`config.mk`:
```
export PLATFORM = sky130hd
export DESIGN_NAME = sync_serial_io_channel
export DESIGN_NICKNAME = d
export VERILOG_FILES = /design/src/sv/ssio_pkg.sv /design/src/sv/ssio_cfg.sv /design/src/sv/ssio_core.sv /design/src/sv/sync_serial_io_channel.sv
export VERILOG_INCLUDE_DIRS = /design/src /design/src/sv
export SDC_FILE = /design/constraint.sdc
export NUM_CORES = 1
export LEC_CHECK = 0
export BUFFER_PORTS_ARGS = -buffer_cell sky130_fd_sc_hd__buf_2
export CORE_ASPECT_RATIO = 1.25
export CORE_MARGIN = 2
export CORE_UTILIZATION = 52
export DETAILED_ROUTE_END_ITERATION = 8
export PLACE_DENSITY = 0.76
export SLEW_MARGIN = 25
export SYNTH_ARGS = -nofsm -noshare
export SYNTH_HDL_FRONTEND = slang
export SYNTH_SLANG_ARGS = --single-unit
```
`constraint.sdc`:
```
create_clock -name clk -period 3.49 [get_ports clk]
set_clock_uncertainty 0.15 [all_clocks]
set_input_delay 0.698 -clock clk [delete_from_list [all_inputs] [get_ports clk]]
set_output_delay 0.698 -clock clk [all_outputs]
set_load 0.01 [all_outputs]
```
`src/sv/sync_serial_io_channel_assert.svh`:
```
// Assertion macros for the synchronous serial I/O channel.
// Used by the top level only; expands to nothing in synthesis.
`ifndef SYNC_SERIAL_IO_CHANNEL_ASSERT_SVH
`define SYNC_SERIAL_IO_CHANNEL_ASSERT_SVH
`ifndef SYNTHESIS
`define SSIO_ASSERT_IMP(label, ante, cons) \
  label: assert property (@(posedge clk) disable iff (!rst_n) (ante) |-> (cons)) \
    else $error("ssio assertion failed");
`define SSIO_ASSERT_NEXT(label, ante, cons) \
  label: assert property (@(posedge clk) disable iff (!rst_n) (ante) |=> (cons)) \
    else $error("ssio assertion failed");
`else
`define SSIO_ASSERT_IMP(label, ante, cons)
`define SSIO_ASSERT_NEXT(label, ante, cons)
`endif
`endif

```
`src/sv/ssio_pkg.sv`:
```
// Types and constants shared by the serial I/O channel modules.
// No dependencies.
package ssio_pkg;

  typedef enum logic [1:0] {
    FUNC_TICK     = 2'd0,
    FUNC_EXT_CLK  = 2'd1,
    FUNC_RXD      = 2'd2,
    FUNC_TX_WRITE = 2'd3
  } func_t;

  localparam logic [1:0] REG_MODE    = 2'd0;
  localparam logic [1:0] REG_CONTROL = 2'd1;
  localparam logic [1:0] REG_BAUD    = 2'd2;
  localparam logic [1:0] REG_SCLK_EN = 2'd3;

  localparam logic [3:0] RX_BITS_FULL = 4'd8;
  localparam logic [2:0] TX_BITS_LOAD = 3'd7;

  typedef struct packed {
    logic [7:0] sio_mode;
    logic [7:0] serial_control;
    logic [7:0] baud_control;
    logic       sclk_pin_enabled;
  } cfg_t;

  typedef struct packed {
    logic rx_restart;
    logic prescale_clear;
  } cfg_evt_t;

  typedef struct packed {
    func_t      func;
    logic       level;
    logic [7:0] tx_byte;
  } item_t;

  typedef struct packed {
    logic [7:0] rx_byte;
    logic       xmit_go_drv;
    logic       xmit_go;
    logic       rx_done_int;
    logic       tx_done_int;
    logic       sclk_out;
    logic       txd;
  } res_t;

endpackage

```
`src/sv/ssio_cfg.sv`:
```
// Configuration register file of the serial I/O channel.
// Depends on ssio_pkg.
module ssio_cfg (
  input  logic                clk,
  input  logic                rst_n,
  input  logic                cfg_we,
  input  logic [1:0]          cfg_addr,
  input  logic [7:0]          cfg_wdata,
  output ssio_pkg::cfg_t      cfg,
  output ssio_pkg::cfg_evt_t  cfg_evt
);
  import ssio_pkg::*;

  cfg_t cfg_r, cfg_nxt;

  always_comb begin
    cfg_nxt = cfg_r;
    if (cfg_we) begin
      case (cfg_addr)
        REG_MODE:    cfg_nxt.sio_mode         = cfg_wdata;
        REG_CONTROL: cfg_nxt.serial_control   = cfg_wdata;
        REG_BAUD:    cfg_nxt.baud_control     = cfg_wdata;
        REG_SCLK_EN: cfg_nxt.sclk_pin_enabled = cfg_wdata[0];
        default:     cfg_nxt = cfg_r;
      endcase
    end
  end

  always_ff @(posedge clk) begin
    if (!rst_n) begin
      cfg_r <= '0;
    end else begin
      cfg_r <= cfg_nxt;
    end
  end

  // side effects of a write; the core applies them only while it steps no word
  assign cfg_evt.rx_restart     = cfg_we && (cfg_addr == REG_CONTROL);
  assign cfg_evt.prescale_clear = cfg_we && (cfg_addr == REG_BAUD);
  assign cfg = cfg_r;

endmodule

```
`src/sv/ssio_core.sv`:
```
// Channel state and single-pass update for one word: prescaler, clock
// edges, receive and transmit shift registers. Depends on ssio_pkg.
module ssio_core (
  input  logic               clk,
  input  logic               rst_n,
  input  logic               step_en,
  input  ssio_pkg::item_t    item,
  input  ssio_pkg::cfg_t     cfg,
  input  ssio_pkg::cfg_evt_t cfg_evt,
  output ssio_pkg::res_t     res
);
  import ssio_pkg::*;

  logic        clock_level_r, clock_level_nxt;
  logic [3:0]  rx_bits_left_r, rx_bits_left_nxt;
  logic [7:0]  rx_shift_r, rx_shift_nxt;
  logic [7:0]  rx_hold_r, rx_hold_nxt;
  logic        rxd_level_r, rxd_level_nxt;
  logic [2:0]  tx_bits_left_r, tx_bits_left_nxt;
  logic [7:0]  tx_shift_r, tx_shift_nxt;
  logic        txd_level_r, txd_level_nxt;
  logic        skip_fall_r, skip_fall_nxt;
  logic        trail_due_r, trail_due_nxt;
  logic [11:0] prescale_cnt_r, prescale_cnt_nxt;

  logic [3:0]  divisor;
  logic [11:0] period;
  logic [11:0] cnt_inc;
  logic        clk_gated;
  logic        pending;
  logic        edge_req;
  logic        edge_lvl;
  logic        tx_idle;
  logic [3:0]  rx_dec;
  logic [7:0]  rx_shift_in;
  logic        tx_done;
  logic        rx_done;
  logic        start;
  logic        driven;

  assign divisor   = cfg.baud_control[3:0];
  assign cnt_inc   = prescale_cnt_r + 12'd1;
  assign clk_gated = (cfg.sio_mode[1:0] == 2'b00) && cfg.serial_control[0];
  assign pending   = (tx_bits_left_r != 3'd0) || skip_fall_r ||
                     (rx_bits_left_r != RX_BITS_FULL) || trail_due_r;
  assign tx_idle   = (tx_bits_left_r == 3'd0);
  assign rx_dec    = rx_bits_left_r - 4'd1;
  assign rx_shift_in = {rxd_level_r, rx_shift_r[7:1]};

  // period = divisor * 4^(k+1)
  always_comb begin
    case (cfg.baud_control[5:4])
      2'd0:    period = {6'd0, divisor, 2'd0};
      2'd1:    period = {4'd0, divisor, 4'd0};
      2'd2:    period = {2'd0, divisor, 6'd0};
      2'd3:    period = {divisor, 8'd0};
      default: period = '0;
    endcase
  end

  always_comb begin
    clock_level_nxt  = clock_level_r;
    rx_bits_left_nxt = rx_bits_left_r;
    rx_shift_nxt     = rx_shift_r;
    rx_hold_nxt      = rx_hold_r;
    rxd_level_nxt    = rxd_level_r;
    tx_bits_left_nxt = tx_bits_left_r;
    tx_shift_nxt     = tx_shift_r;
    txd_level_nxt    = txd_level_r;
    skip_fall_nxt    = skip_fall_r;
    trail_due_nxt    = trail_due_r;
    prescale_cnt_nxt = prescale_cnt_r;
    edge_req = 1'b0;
    edge_lvl = 1'b0;
    tx_done  = 1'b0;
    rx_done  = 1'b0;
    start    = 1'b0;
    driven   = 1'b0;

    if (step_en) begin
      case (item.func)
        FUNC_TICK: begin
          if (divisor != 4'd0) begin
            prescale_cnt_nxt = cnt_inc;
            if (cnt_inc >= period) begin
              prescale_cnt_nxt = '0;
              if (!clk_gated && pending) begin
                edge_req = 1'b1;
                edge_lvl = ~clock_level_r;
              end
            end
          end
        end
        FUNC_EXT_CLK: begin
          // a level equal to the current one is no edge
          if (item.level != clock_level_r) begin
            edge_req = 1'b1;
            edge_lvl = item.level;
          end
        end
        FUNC_RXD: rxd_level_nxt = item.level;
        FUNC_TX_WRITE: begin
          tx_shift_nxt     = item.tx_byte;
          tx_bits_left_nxt = TX_BITS_LOAD;
          txd_level_nxt    = item.tx_byte[0];
          start            = tx_idle;
          driven           = tx_idle && cfg.sclk_pin_enabled;
          skip_fall_nxt    = tx_idle && clock_level_r;
        end
        default: begin
          edge_req = 1'b0;
        end
      endcase
    end else begin
      if (cfg_evt.rx_restart) begin
        rx_bits_left_nxt = RX_BITS_FULL;
      end
      if (cfg_evt.prescale_clear) begin
        prescale_cnt_nxt = '0;
      end
    end

    if (edge_req) begin
      clock_level_nxt = edge_lvl;
      if (edge_lvl) begin
        // rising: finish a deferred transmit, sample RXD
        if (trail_due_r) begin
          trail_due_nxt = 1'b0;
          tx_done       = 1'b1;
        end
        if (rx_bits_left_r != 4'd0) begin
          rx_shift_nxt = rx_shift_in;
          if (rx_dec == 4'd0) begin
            rx_bits_left_nxt = RX_BITS_FULL;
            rx_hold_nxt      = rx_shift_in;
            rx_done          = 1'b1;
          end else begin
            rx_bits_left_nxt = rx_dec;
          end
        end
      end else if (!tx_idle) begin
        // falling: shift out next bit unless this edge is skipped
        if (skip_fall_r) begin
          skip_fall_nxt = 1'b0;
        end else begin
          tx_shift_nxt     = {1'b0, tx_shift_r[7:1]};
          txd_level_nxt    = tx_shift_r[1];
          tx_bits_left_nxt = tx_bits_left_r - 3'd1;
          if (tx_bits_left_r == 3'd1) begin
            trail_due_nxt = 1'b1;
          end
        end
      end
    end
  end

  always_ff @(posedge clk) begin
    if (!rst_n) begin
      clock_level_r  <= 1'b0;
      rx_bits_left_r <= RX_BITS_FULL;
      rx_shift_r     <= '0;
      rx_hold_r      <= '0;
      rxd_level_r    <= 1'b0;
      tx_bits_left_r <= '0;
      tx_shift_r     <= '0;
      txd_level_r    <= 1'b1;
      skip_fall_r    <= 1'b0;
      trail_due_r    <= 1'b0;
      prescale_cnt_r <= '0;
    end else begin
      clock_level_r  <= clock_level_nxt;
      rx_bits_left_r <= rx_bits_left_nxt;
      rx_shift_r     <= rx_shift_nxt;
      rx_hold_r      <= rx_hold_nxt;
      rxd_level_r    <= rxd_level_nxt;
      tx_bits_left_r <= tx_bits_left_nxt;
      tx_shift_r     <= tx_shift_nxt;
      txd_level_r    <= txd_level_nxt;
      skip_fall_r    <= skip_fall_nxt;
      trail_due_r    <= trail_due_nxt;
      prescale_cnt_r <= prescale_cnt_nxt;
    end
  end

  assign res.txd         = txd_level_nxt;
  assign res.sclk_out    = clock_level_nxt;
  assign res.tx_done_int = tx_done;
  assign res.rx_done_int = rx_done;
  assign res.xmit_go     = start;
  assign res.xmit_go_drv = driven;
  assign res.rx_byte     = rx_hold_nxt;

endmodule

```
`src/sv/sync_serial_io_channel.sv`:
```
// Top level of the synchronous serial I/O channel: input word register,
// result register and assertions. Uses ssio_pkg, ssio_cfg, ssio_core.
//
//  channel | ports                         | word
//  --------+-------------------------------+------------------------------------
//  input   | in_tvalid/in_tready           | tuser: func; tdata: level, tx_byte
//  result  | out_tvalid/out_tready         | tdata: txd .. rx_byte (see port)
//  config  | cfg_we, cfg_addr, cfg_wdata   | one register per write, no wait
//
// One word per cycle sustained while results are taken; each word passes the input
// register, then the state update into the result register.
// Synchronous active-low reset clears all state but the word payload registers;
// txd resets high, receive count resets to eight. A stalled result holds the
// result register and, once the input register is also full, in_tready drops.
`include "sync_serial_io_channel_assert.svh"
module sync_serial_io_channel (
  input  logic        clk,
  input  logic        rst_n,
  input  logic        in_tvalid,
  output logic        in_tready,
  input  logic [1:0]  in_tuser,   // [1:0] func
  input  logic [15:0] in_tdata,   // [0] level, [8:1] tx_byte, [15:9] zero
  output logic        out_tvalid,
  input  logic        out_tready,
  output logic [15:0] out_tdata,  // [0] txd, [1] sclk_out, [2] tx_done_int,
                                  // [3] rx_done_int, [4] xmit_go,
                                  // [5] xmit_go_drv, [13:6] rx_byte,
                                  // [15:14] zero
  input  logic        cfg_we,
  input  logic [1:0]  cfg_addr,
  input  logic [7:0]  cfg_wdata
);
  import ssio_pkg::*;

  cfg_t     cfg;
  cfg_evt_t cfg_evt;
  res_t     res;

  logic  in_valid_r, in_valid_nxt;
  item_t item_r, item_nxt;
  logic  out_valid_r, out_valid_nxt;
  res_t  out_data_r, out_data_nxt;
  logic  advance;
  logic  in_take;

  assign advance   = in_valid_r && (!out_valid_r || out_tready);
  assign in_tready = !in_valid_r || advance;
  assign in_take   = in_tvalid && in_tready;

  ssio_cfg u_cfg (
    .clk       (clk),
    .rst_n     (rst_n),
    .cfg_we    (cfg_we),
    .cfg_addr  (cfg_addr),
    .cfg_wdata (cfg_wdata),
    .cfg       (cfg),
    .cfg_evt   (cfg_evt)
  );

  ssio_core u_core (
    .clk     (clk),
    .rst_n   (rst_n),
    .step_en (advance),
    .item    (item_r),
    .cfg     (cfg),
    .cfg_evt (cfg_evt),
    .res     (res)
  );

  always_comb begin
    in_valid_nxt = in_take || (in_valid_r && !advance);
    item_nxt     = item_r;
    if (in_take) begin
      item_nxt.func    = func_t'(in_tuser);
      item_nxt.level   = in_tdata[0];
      item_nxt.tx_byte = in_tdata[8:1];
    end
    out_valid_nxt = advance || (out_valid_r && !out_tready);
    out_data_nxt  = advance ? res : out_data_r;
  end

  always_ff @(posedge clk) begin
    if (!rst_n) begin
      in_valid_r  <= 1'b0;
      out_valid_r <= 1'b0;
    end else begin
      in_valid_r  <= in_valid_nxt;
      out_valid_r <= out_valid_nxt;
    end
  end

  // payload needs no reset
  always_ff @(posedge clk) begin
    item_r     <= item_nxt;
    out_data_r <= out_data_nxt;
  end

  assign out_tvalid = out_valid_r;
  assign out_tdata  = {2'b00, out_data_r};

  `SSIO_ASSERT_IMP(a_stall_only_when_full, !in_tready, in_valid_r && out_valid_r && !out_tready)
  `SSIO_ASSERT_NEXT(a_advance_fills_out, advance, out_valid_r)
  `SSIO_ASSERT_IMP(a_start_not_with_edge, out_valid_r && out_data_r.xmit_go,
                   !out_data_r.tx_done_int && !out_data_r.rx_done_int)
  `SSIO_ASSERT_IMP(a_driven_needs_start, out_valid_r && out_data_r.xmit_go_drv,
                   out_data_r.xmit_go)

endmodule

```
# == Word level (Yosys, flattened, before mapping) ==
# Index checks and enable logic that the tools add are counted.
# op_classes
n_addsub,3
n_mul,0
div_mod_pow,0
order_cmp,1
n_eq_ne,16
n_shift,0
muxes,59
n_bitwise,1
n_reduce_logical,42
# op_table
operator,n
two-way mux 8 bit,10
two-way mux 12 bit,5
one-hot mux 12 bit (4 select lines),1
two-way mux 1 bit,29
two-way mux 4 bit,6
two-way mux 3 bit,6
"adder 12 x 1 -> 12 bit, second input constant",1
"equality test 2 bit, second input constant",6
greater-or-equal comparator 12 bit,1
AND reduction 2 bit,6
logical AND 1 bit,10
zero test 2 bit,4
nonzero test 4 bit,2
logical OR 1 bit,7
"equality test 2 x 1 -> 1 bit, second input constant",3
"!= test 2 x 1 -> 1 bit, second input constant",3
AND reduction 3 bit,2
zero test 1 bit,5
zero test 4 bit,1
"!= test 4 bit, second input constant",1
one-hot mux 1 bit (2 select lines),2
AND reduction 4 bit,1
nonzero test 2 bit,2
"subtractor 4 x 1 -> 4 bit, second input constant",1
other kinds (7),7
# totals
regBits,85
latchBits,0
ramBits,0
mem_bits_ro,0
input_bits,33
out_inout_bits,18
wordCells,149
mem_count,0

# == Depth between registers and ports, before layout ==
# Gate-level depths: netlist of run 1.
# logic_depth
word_depth,12
ltp_mapped,15
ltp_nobuf,12

# == By module ==
# From an unflattened synthesis of run 1, not the netlist that was laid out.
# unflattened
cells_unflattened,480
area_unflattened_um2,4779.6
# by_module_without_submodules
module,instances,cells_each,area_each_um2,seq_area_each_um2
ssio_core,1,347,2956.6,920.9
ssio_cfg,1,96,949.7,500.5
sync_serial_io_channel,1,37,873.3,790.8

# == Least setup slack after synthesis of run 1 ==
# No wires, ideal clock.
# synth_path
kind,register -> register
start,register u_core.prescale_cnt_r[2]
end,"register out_data_r, in the netlist out_tdata[2] (data pin)"
setup_ps,255
arrival_ps,3123
required_time_ps,3085
path_slack_ps,-37
path_stages_with_launch,14
n_path_buf,3
synth_period_minus_slack_ps,3527
path_cell_list,dfxtp_1 -> nand3_1 -> nor4_1 -> and3_1 -> xor2_1 -> ha_1 -> and4_1 -> o311a_1 -> a2111o_1 -> buf_6 -> a21o_1 -> buf_2 -> buf_2 -> and2_1
# synth_via
elab_chain_cells,7
word_cells_on_any_way,11
cone_classes,add/sub (1); order compare (1); mux (8); reduce/logical (1)
# synth_rtl
element,line,rtl
start: declaration,ssio_core.sv:24,"logic [11:0] prescale_cnt_r, prescale_cnt_nxt;"
start signal: assignment,ssio_core.sv:181,prescale_cnt_r <= prescale_cnt_nxt;
adder 12 x 1 -> 12 bit (*),ssio_core.sv:42,assign cnt_inc = prescale_cnt_r + 12'd1;
greater-or-equal comparator 12 bit (*),ssio_core.sv:85,if (cnt_inc >= period) begin
two-way mux 1 bit,ssio_core.sv:85,
two-way mux 1 bit,ssio_core.sv:83,if (divisor != 4'd0) begin
one-hot mux 1 bit (2 select lines),ssio_core.sv:81,case (item.func)
two-way mux 1 bit,ssio_core.sv:80,if (step_en) begin
AND reduction 2 bit (no line) (*),n/a,
end signal: assignment,sync_serial_io_channel.sv:95,out_data_r <= out_data_nxt;
end: declaration,sync_serial_io_channel.sv:42,"res_t out_data_r, out_data_nxt;"
# Every way passes the cells marked *; elsewhere a longest branch is shown, timed or not.
# A chain may end at the register's enable or synchronous reset.

==> metrics list, run 1 <==
- Total power density per cell area: 415 nW/um^2
* Most used DFF post-synth: dfxtp_1
- Die width: between 80 and 90 um
* Maximum net fanout on the critical path: 17
- Fin cells: approximately 570
* Number of instances in the placed design: 558
* Max-capacitance violation count: 0
* Die Area: 8550 um^2
- Syn Std Cell Area: 4070 um^2
* Total of endpoints with negative setup slack in the final report: 0
- TritonCTS built the clock tree.
* Number of detailed-route iterations in the first pass: 4
- Number of warnings printed during yosys synthesis: 0
- Ordered list of cells on the worst path: nand3_1 > nor4_4 > and3_4 > xor2_1 > ha_1 > and4_1 > o311a_1 > a2111o_1 > a21o_2 > nor3_1 > nor2_1
- For this design the static power due to leakage is between 1.5 and 2 nW.
* Proportion of synthesized flip-flops having asynchronous set or reset: 0%
- Clock slew at the register clock pins of the worst setup and hold paths: 0.09 ns
- Antenna-violating nets left: 0
- Drt initial violations: about 160
- First-pass GRT wire length: 13.5 mm
- Global routing consumed, over all layers together, 19.4% of the routing resources.
- Syn Area/Cell: 9.48 um^2
- Cell type of the slowest stage on the worst timing path: a2111o_1
- Crit-path max cell delay: ~0.44 ns
- Final worst path period share: 96.5%
- Count of filler cells inserted in the layout: 652
- Register area share after synthesis: 47.0%
- By startpoint and endpoint, the worst setup path is classified as reg2reg.
- The number of antenna violations at the first check in global routing was 0.
- Clock tree synthesis selected as its root buffer the cell clkbuf_8.
- # H-tree levels: 3
* DRC violations left: 0
- Hold Buf Count CTS: 0
* Total clock sinks: between 80 and 90
- Total number of vias: 3294
- After global routing the overflow that remains totals 0.
* Final critical-path required period: 3.37 ns
- The total count of hold-check failures in the final report was 0.
* Average wire per cell in the routed design: 14.3 um
- The worst hold path belongs to the class reg2reg.
* Total length of routed wires: 8.22 mm
- Arr. time, crit path: around 3.3 ns
* Worst path top cell family by delay: simple AND/OR/NAND/NOR gates
- The repair_antennas step left the layout with diodes totalling 0.
* Fmax achieved: 297 MHz
- GP Congestion: 0.830
* Clock latency of the later-clocked register in the worst-skew pair: roughly 0.35 ns
- Area delta synth->final: 15.6%
- In the routed layout, each cell is associated on average with a via count of 5.74.
- Initial core utilization: between 50% and 60%
- VDD sags by at most 0.437 mV.
* Nets@finish: 524
- At the worst endpoint, the required time is ~3.5 ns.
- Standard cell core area: between 7000 and 8000 um^2
- Buffers inserted by post-CTS timing repair: 0
- Row generation in the floorplan step produced 36 rows.
* Maximum number of pins on one net before global-route repair: 47
- Run status: complete, no violations
- Gate Count Post-Synth: between 400 and 500
- The number of pins exceeding their max-slew limit in the final report came to 0.
- Together, buffers and inverters on the worst path number 0.
* Post-layout total power: around 2 mW
- Bufs on Longest Clock Path: 2
- Count of cell types in the netlist: 54
- Total of flip-flops plus latches after synthesis: 83
* Number of global-route vias before repair: 2957
- The worst pin sits at a relative slew slack of 45.9%.
* Number of top-level pins: 51
- Measured on the finished design, the core utilization comes to between 60% and 70%.
- Ratio of cells with drive above 1 in the final layout: 19.6%
- Overall die height: 103 um
- Critical Path Sink Type: flip-flop
- The synthesized design contains 25 enable-type register cells.
* Inserted Clock Buffers: 9
- Summed over all nets, the half-perimeter wirelength after detailed placement is 5.78 mm.
* Crit path launch type: flip-flop
- Port Buffers: 39
* Slew of the pin with the lowest slew margin: 0.810 ns
[per-layer routing]
metal | routed length (um) | part of all wire (%) | GRT usage, %
met5 | 0 | 0 | 0
met4 | 192 | 2.3 | 7.31
met3 | 263 | 3.2 | 4.16
met2 | 4210 | 51 | 34.8
met1 | 3550 | 43 | 23.2
[final cells by class]
type / count / area (um^2) / share of cell area, %
flip-flops and latches: 83 / 1910 / 40.7
multi-input cells: 307 / 2020 / 42.9
clock buffers: 9 / 124 / 2.63
clock inverters: 7 / 106 / 2.26
well taps: 95 / 119 / 2.53
repair buffers: 61 / 377 / 8.01
inverters: 12 / 45.0 / 0.958
[where the power goes]
part / internal [mW] / switching [mW] / leakage [nW] / total (mW)
registers: 1.02 / 0.0142 / 0.711 / 1.03
logic: 0.0523 / 0.0773 / 1.12 / 0.130
clock network: 0.416 / 0.375 / 0.116 / 0.790
total: 1.48 / 0.466 / 1.95 / 1.95
[cell families after synthesis]
group | after synthesis | share of synthesized area [%]
XOR/XNOR | 11 | 2.37
adder cells (fa/ha/maj) | 17 | 5.23
AO/OA/AOI/OAI | 105 | 16.2
flip-flops | 83 | 47.0
other | 1 | 0.0922
multiplexers | 21 | 5.26
buffers and inverters | 40 | 4.71
AND/OR/NAND/NOR | 151 | 19.2
[Yosys cell counts, types with 8 or more instances]
cell type	n	area share, %
dfxtp_1	58	29
nor2_1	38	3.5
a21oi_1	33	4.1
nand3_1	27	3.3
o21ai_0	27	3.3
edfxtp_1	25	18
nand2_1	24	2.2
mux2i_1	18	4.4
ha_1	17	5.2
clkbuf_1	14	1.3
nor3_1	13	1.6
inv_1	10	0.92
nand3b_1	9	1.7
o311a_1	8	2.0
[state kept, by name, indices dropped and copies added (netlist names), 3 cells and up]
name,cells
u_core.tx_bits_left_r,3
item_r,11
u_cfg.cfg,10
u_core.tx_shift_r,7
u_core.prescale_cnt_r,12
u_core.rx_shift_r,7
u_core.rx_bits_left_r,4
u_core.rx_hold_r,8
out_tdata,14
[worst min-delay path: stages (launching register included)]
cell and delay, ns:
dfxtp_1 0.33, nand3_1 0.06, a21oi_1 0.05
[final timing paths]
path	depth (start not counted)	end	startpoint	slack, ns
worst min-delay path	2	u_core.rx_shift_r[1]	u_core.rx_shift_r[2]	0.34
worst max register to register	11	out_tdata[0]	u_core.prescale_cnt_r[1]	0.12
worst min register to register	2	u_core.rx_shift_r[1]	u_core.rx_shift_r[2]	0.34
worst max-delay path	11	out_tdata[0]	u_core.prescale_cnt_r[1]	0.12
[per-stage QoR]
| step | instance area [um^2] | hold WS (ns) | setup slack, ns | TNS (ns) |
|---|---|---|---|---|
| final | 4700 | 0.336 | 0.123 | 0 |
| after global routing | 4700 | 0.342 | -0.0154 | -0.0253 |
| after CTS | 4660 | 0.338 | 0.0206 | 0 |
| after detailed placement | 4430 | 0.324 | 0.000347 | 0 |
| after global placement | 4430 | 0.311 | 0.0611 | 0 |
| after floorplan | 4080 | 0.303 | 0.0828 | 0 |
[what timing repair did]
item | in CTS | in global routing
pin swaps | 0 | 2
gates resized for setup | 1 | 10
endpoints found under the setup margin | 1 | 54
[placed cells by master, fill, tap and decap left out, drive strengths merged, types with 3 or more instances in the layout]
cell / instances
a21o: 3
and2: 6
clkbuf: 9
o311a: 8
nor2: 38
mux2: 3
a21oi: 35
nand2: 24
nand3b: 9
xor2: 5
ha: 17
xnor2: 6
inv: 14
nor3b: 6
mux2i: 18
and3: 5
nand3: 27
o211ai: 3
a22oi: 4
edfxtp: 25
o21a: 4
buf: 61
a211oi: 6
o21ai: 33
clkinv: 3
nand2b: 5
dfxtp: 58
nor2b: 5
nor4: 5
nor3: 13
(Power assumes the default switching activity.)
==> inputs of run 2 (changes only) <==
CORE_MARGIN = 1.5   (was 2)
==> run 2 against run 1 <==
Utilization up 1.7 points; power fell by 3.0%; first-iteration DRC count grew 32%; flip-flop and latch count unchanged; critical path depth up 1; largest power group unchanged; die area is 2.2% lower; critical endpoint is now u_core.tx_bits_left_r[0].
==> metrics list, run 2 (synthesis gave the netlist of run 1 again) <==
- Commonest non-fill, non-tap cell in the layout: dfxtp_1
* Highest-count cells in the layout ignoring fill and taps: dfxtp_1, buf_2, nor2_1
- Slew of the pin with the lowest slew margin: about 0.80 ns
- On the final layout, the worst hold slack is 0.332 ns.
- The clock net in this run drives a total of between 80 and 90 sinks.
- From synthesis to final layout, the design area changed by 15.6%.
- Derived from the worst setup path, the maximum achievable clock frequency is around 300 MHz.
- The analysis attributes to cell leakage a power of between 1.5 and 2 nW.
- Number of standard-cell rows in the floorplan: 35
- The congestion estimate from routability-driven global placement came to 0.920.
- Run status: complete, no violations
- The worst setup path is captured at a flip-flop.
* Bufs on Longest Clock Path: 2
* Largest voltage drop on the vdd net: 0.300 mV
- Crit path launch type: flip-flop
- Setup slack of the critical path after layout: around 0.14 ns
- Class of the most critical hold timing path: reg2reg
- Overall die height: 102 um
- 0 antenna diodes ended up in the layout.
* Root buffer selected by CTS: clkbuf_8
- Number of global-route vias before repair: 3076
- Die width: roughly 82 um
- # H-tree levels: 3
* Ratio of cells with drive above 1 in the final layout: between 15 and 20%
- For this run, the total global-route usage over all layers was measured as a little over a fifth.
- After detailed placement, the design holds a cell count of 557.
- The critical path goes through nand2_1 > nor4_4 > and3_1 > xor2_1 > ha_1 > and4_1 > o311a_1 > a2111o_1 > buf_4 > a21o_1 > a211oi_1 > a211oi_1.
* Clock slew at the register clock pins of the worst setup and hold paths: 0.09 ns
- The register with the most flip-flops in the layout has 14 of them.
- For this run, the detailed router's first-pass iteration total came to 4.
- Sum of net half-perimeters after detailed placement: 6.00 mm
* Drt initial violations: 204
* WP data required: between 3 and 4 ns
* DRC violations left: 0
* First-pass GRT wire length: ~14 mm
- Class of the most critical setup path: reg2reg
* Final critical-path required period: 3.35 ns
* Initial antenna violation count: 0
- Of all nets on the critical path, the largest fanout is 6.
- In this run the standard cell core region covers 7490 um^2.
- After detailed routing, the average wire length per cell comes to approximately 15 um.
- The total count of hold-check failures in the final report was 0.
- Setup slack on the worst reg-to-reg path comes out at around 0.14 ns.
- During placement, the flow inserted port buffers numbering 39.
- Clock tree from TritonCTS: done
- Worst path top cell family by delay: compound AO/OA/AOI/OAI gates
* Final worst path period share: between 90% and 100%
* Total negative setup slack: 0 ns
- Total grt overflow: 0
* Fin cells: 575
- In this run the power density over the cells is 403 nW/um^2.
- RSZ-0062 raised after global routing: yes
* Crit-path max cell delay: 0.41 ns
- Summed over all layers, the routed wires come to between 8 and 9 mm.
- Most frequent cell on the critical path: a211oi_1
* Initial core utilization: between 50% and 60%
- In this run the remaining antenna-violating nets after routing total 0.
* Inserted Clock Buffers: 9
- Dividing the detail-routed via count by the number of cells gives 5.74.
- Die Area: roughly 8400 um^2
* DP Worst Slack: approximately 0.011 ns
- The number of pins exceeding their max-slew limit in the final report came to 0.
- Maximum number of pins on one net before global-route repair: 47
- The slowest stage of the critical path belongs to the cell dfxtp_1.
- For the worst setup path, the data arrival time is 3.41 ns.
- Clock latency of the later-clocked register in the worst-skew pair: 0.36 ns
- After clock tree synthesis, the flow added hold-fix buffers numbering 0.
- Total number of vias: 3300
- The final layout contains 528 nets.
- Max-capacitance violation count: 0
- Setup violations remaining at the end of the flow were counted as 0.
- Measured against its own limit, the worst slew margin works out to a little under half.
* Bufs and invs on worst path: 1
- In this run the count of I/O pins placed on the die edge is 51.
run 2: tightest hold or removal path, cell delays in order (launching register included):
cell     delay (ns)
dfxtp_1        0.32
o21ai_0        0.06
a21oi_1        0.06
run 2: final timing paths:
kind                                                from                        to  depth (start not counted)
worst min-delay path                u_core.rx_shift_r[1]      u_core.rx_shift_r[1]                          2
worst max register to register  u_core.prescale_cnt_r[3]  u_core.tx_bits_left_r[0]                         12
worst max-delay path            u_core.prescale_cnt_r[3]  u_core.tx_bits_left_r[0]                         12
worst min register to register      u_core.rx_shift_r[1]      u_core.rx_shift_r[1]                          2
run 2: layout make-up:
type,count,area [um^2]
tap,92,115
inverter,12,45.0
clock buffer,11,151
clock inverter,5,61.3
fill,619,2790
multi-input combinational,307,2010
sequential,83,1910
timing repair buffer,65,403
run 2: per-stage QoR:
step	total power, mW	cell area (um^2)	utilization (%)
after floorplan	1.14	4080	-
after global placement	1.18	4440	59.3
after detailed placement	1.19	4440	59.3
after CTS	1.89	4650	62.1
after global routing	1.95	4700	62.8
final	1.89	4700	62.8
run 2: power by group:
part           switching [mW]  internal [mW]
clock network           0.351          0.372
logic                  0.0808         0.0577
registers              0.0151           1.02
total                   0.447           1.45
run 2: routing by layer:
layer,vias to the layer above,GRT usage [%],share of wire [%]
met1,1554,26.7,43
li1,1654,-,-
met5,-,0,0
met2,79,37.5,51
met4,0,9.26,1.9
met3,13,3.66,3.6
run 2: repair_timing:
item / in CTS / in global routing
resized for setup: 1 / 8
setup endpoints to repair: 3 / 57
endpoints found under the hold margin: 0 / 0
setup buffers: 0 / 2
pin swaps: 0 / 3
==> inputs of run 3 (changes only) <==
CORE_UTILIZATION = 54   (was 52)
CTS_BUF_LIST = sky130_fd_sc_hd__clkbuf_8   (was default)
PLACE_DENSITY = 0.83   (was 0.76)
==> run 3 against run 2 <==
Non-clock buffer count fell by 8; cell count fell by 1.4%; fmax fell by 0.29%; worst hold slack got worse by 0.0043 ns; wire length fell by 4.9%; critical endpoint unchanged; highest routed layer unchanged.
==> metrics list, run 3 (synthesis gave the netlist of run 1 again) <==
* Run status: complete, no violations
- Hold repair after CTS inserted 0 buffers.
- Antenna-violating nets left: 0
* Switching power share of the total: approximately 23%
* First-pass GRT wire length: about 14 mm
- Worst slew margin relative to its limit: 46.5%
* Standard cell core area: 7310 um^2
- Summed over all nets, the switching power comes to 0.448 mW.
- Class of the most critical setup path: reg2reg
- Fraction of power consumed by the clock network: 40.1%
- The worst setup path is launched from a flip-flop.
- Number of detailed-route iterations in the first pass: 5
* Number of top-level pins: 51
- The finished cells cover 4680 um^2.
* Inserted Clock Buffers: 9
- Antenna cell count: 0
- The smallest clock period supported by the final layout is computed as 3.36 ns.
- Counting tap cells, the placed design contains a total of 551 instances.
- The critical path goes through inv_1 > nor4_2 > and3_4 > xor2_1 > ha_1 > and4_1 > o311a_1 > a2111o_1 > buf_4 > a21o_1 > a211oi_1 > a211oi_1.
- Static power due to leakage: 1.92 nW
- Buffers inserted by post-CTS timing repair: 0
- Initial core utilization: 55.6%
* Area of placed instances: 4380 um^2
* Total clock sinks: 83
- Number of standard-cell rows in the floorplan: 35
- Total of endpoints with negative setup slack in the final report: 0
- Clock latency of the later-clocked register in the worst-skew pair: roughly 0.36 ns
- Total power density per cell area: 415 nW/um^2
* Number of global-route vias before repair: 3163
- Global routing consumed, over all layers together, 22.2% of the routing resources.
- In the final routed layout, each cell accounts on average for 14.4 um.
- Die Area: 8060 um^2
* Total number of vias: 3306
* Fin cells: ~570
- The internal portion of the total power is 1.49 mW.
* Final worst path period share: 96.2%
* Port Buffers: 39
* Bufs and invs on worst path: 2
- Max-slew violations: 0
- Die width: 80.6 um
- Fmax achieved: 298 MHz
- Multi-input gate area in the final layout: 2040 um^2
- Nets@finish: 520
* Sum of net half-perimeters after detailed placement: roughly 5.7 mm
* Total length of routed wires: slightly above 8 mm
* # H-tree levels: 3
- Critical Path Sink Type: flip-flop
* Sequential cell fraction of total power: 53.2%
* Via count normalized by instance count: 5.83
- The library cell used most frequently in the layout, excluding fill and tap cells, is dfxtp_1.
- The filler cells instantiated in the layout total 577.
- Area delta synth->final: 15.0%
- In this design, the critical path's most frequently occurring cell is a211oi_1.
* Slew of the pin with the lowest slew margin: 0.802 ns
- Number of hold violations in the final report: 0
- TritonCTS built the clock tree.
- In this design, the stage delay of the slowest critical-path cell is 0.40 ns.
- Global routing finished with a remaining overflow of 0.
- Maximum number of pins on one net before global-route repair: 47
- Highest-count cells in the layout ignoring fill and taps: dfxtp_1, buf_2, nor2_1
* Ratio of cells with drive above 1 in the final layout: 19.8%
- Combinational logic is responsible for 6.7% of the overall power.
- Class of the most critical hold timing path: reg2reg
- Overall die height: roughly 100 um
- After the first detailed-routing iteration, the DRC count stood at approximately 220.
- The number of antenna violations at the first check in global routing was 0.
- Clock slew at the register clock pins of the worst setup and hold paths: 0.09 ns
- For this run, design rule violations remaining after detail routing come to 0.
- For the worst setup path, the data required time is between 3 and 4 ns.
- The root buffer cell chosen for the clock tree is clkbuf_8.
- Bufs on Longest Clock Path: 2
- Largest voltage drop on the vdd net: 0.340 mV
- GP Congestion: 0.840
- Worst path top cell family by delay: compound AO/OA/AOI/OAI gates
- Post-CTS repair changed the size of 0 cells.
- The slowest stage of the critical path belongs to the cell dfxtp_1.
- In this run the worst path has a maximum fanout of 6.
- Number of flip-flops under the largest register name: 14
- Max-cap violations in this run came to 0.
- Footprint of the flip-flops and latches: 1910 um^2
* Arr. time, crit path: 3.41 ns
[run 3: cell count changes in the layout (fill, tap and decap cells not counted), moves of 2 or more]
cell      before  now
a21oi_2        1    3
clkinv_4       3    1
a21oi_1       33   31
buf_4         25   16
nor4_2         1    3
buf_6          0    2
[run 3: path summary, 6_finish.rpt]
kind / start / to / slack [ns] / depth (start not counted)
worst min register to register: u_core.rx_shift_r[6] / u_core.rx_shift_r[5] / 0.33 / 2
worst min-delay path: u_core.rx_shift_r[6] / u_core.rx_shift_r[5] / 0.33 / 2
worst max register to register: u_core.prescale_cnt_r[5] / u_core.tx_bits_left_r[0] / 0.13 / 12
worst max-delay path: u_core.prescale_cnt_r[5] / u_core.tx_bits_left_r[0] / 0.13 / 12
[run 3: power groups by stage]
| stage | logic, mW | clock network [mW] | registers, mW |
|---|---|---|---|
| floorplan | 0.0877 | 0 | 1.05 |
| global placement | 0.124 | 0 | 1.05 |
| detailed placement | 0.128 | 0 | 1.05 |
| CTS | 0.128 | 0.789 | 1.03 |
| global route | 0.144 | 0.834 | 1.03 |
| finish | 0.131 | 0.778 | 1.03 |
[run 3: worst min-delay path: cells and delay by family (launching register included)]
kind	cells	cell delay (ns)
AO/OA/AOI/OAI	1	0.05
AND/OR/NAND/NOR	1	0.07
flip-flops	1	0.33
[run 3: per-stage QoR]
step	setup TNS [ns]	setup slack, ns	util (%)	hold WS [ns]	power (mW)
2_1_floorplan	0	0.0828	-	0.303	1.14
3_3_place_gp	0	0.0744	59.9	0.313	1.18
3_5_place_dp	0	0.0248	59.9	0.323	1.18
4_1_cts	0	0.00330	63.0	0.332	1.95
5_1_grt	-0.00581	-0.00404	64.0	0.335	2.01
6_report	0	0.131	64.0	0.328	1.94
[run 3: per-layer routing]
layer | vias to the layer above | GRT usage, % | part of all wire, %
li1 | 1639 | - | -
met5 | - | 0 | 0
met2 | 86 | 36.8 | 50
met3 | 24 | 5.09 | 4.0
met1 | 1557 | 26.4 | 43
met4 | 0 | 11.9 | 3.0
[run 3: final cells by class]
type	count	share of cell area (%)
Clock buffer	10	2.94
Clock inverter	6	1.90
Inverter	12	0.963
Multi-Input combinational cell	307	43.6
Sequential cell	83	40.9
Tap cell	92	2.46
Timing Repair Buffer	57	7.22
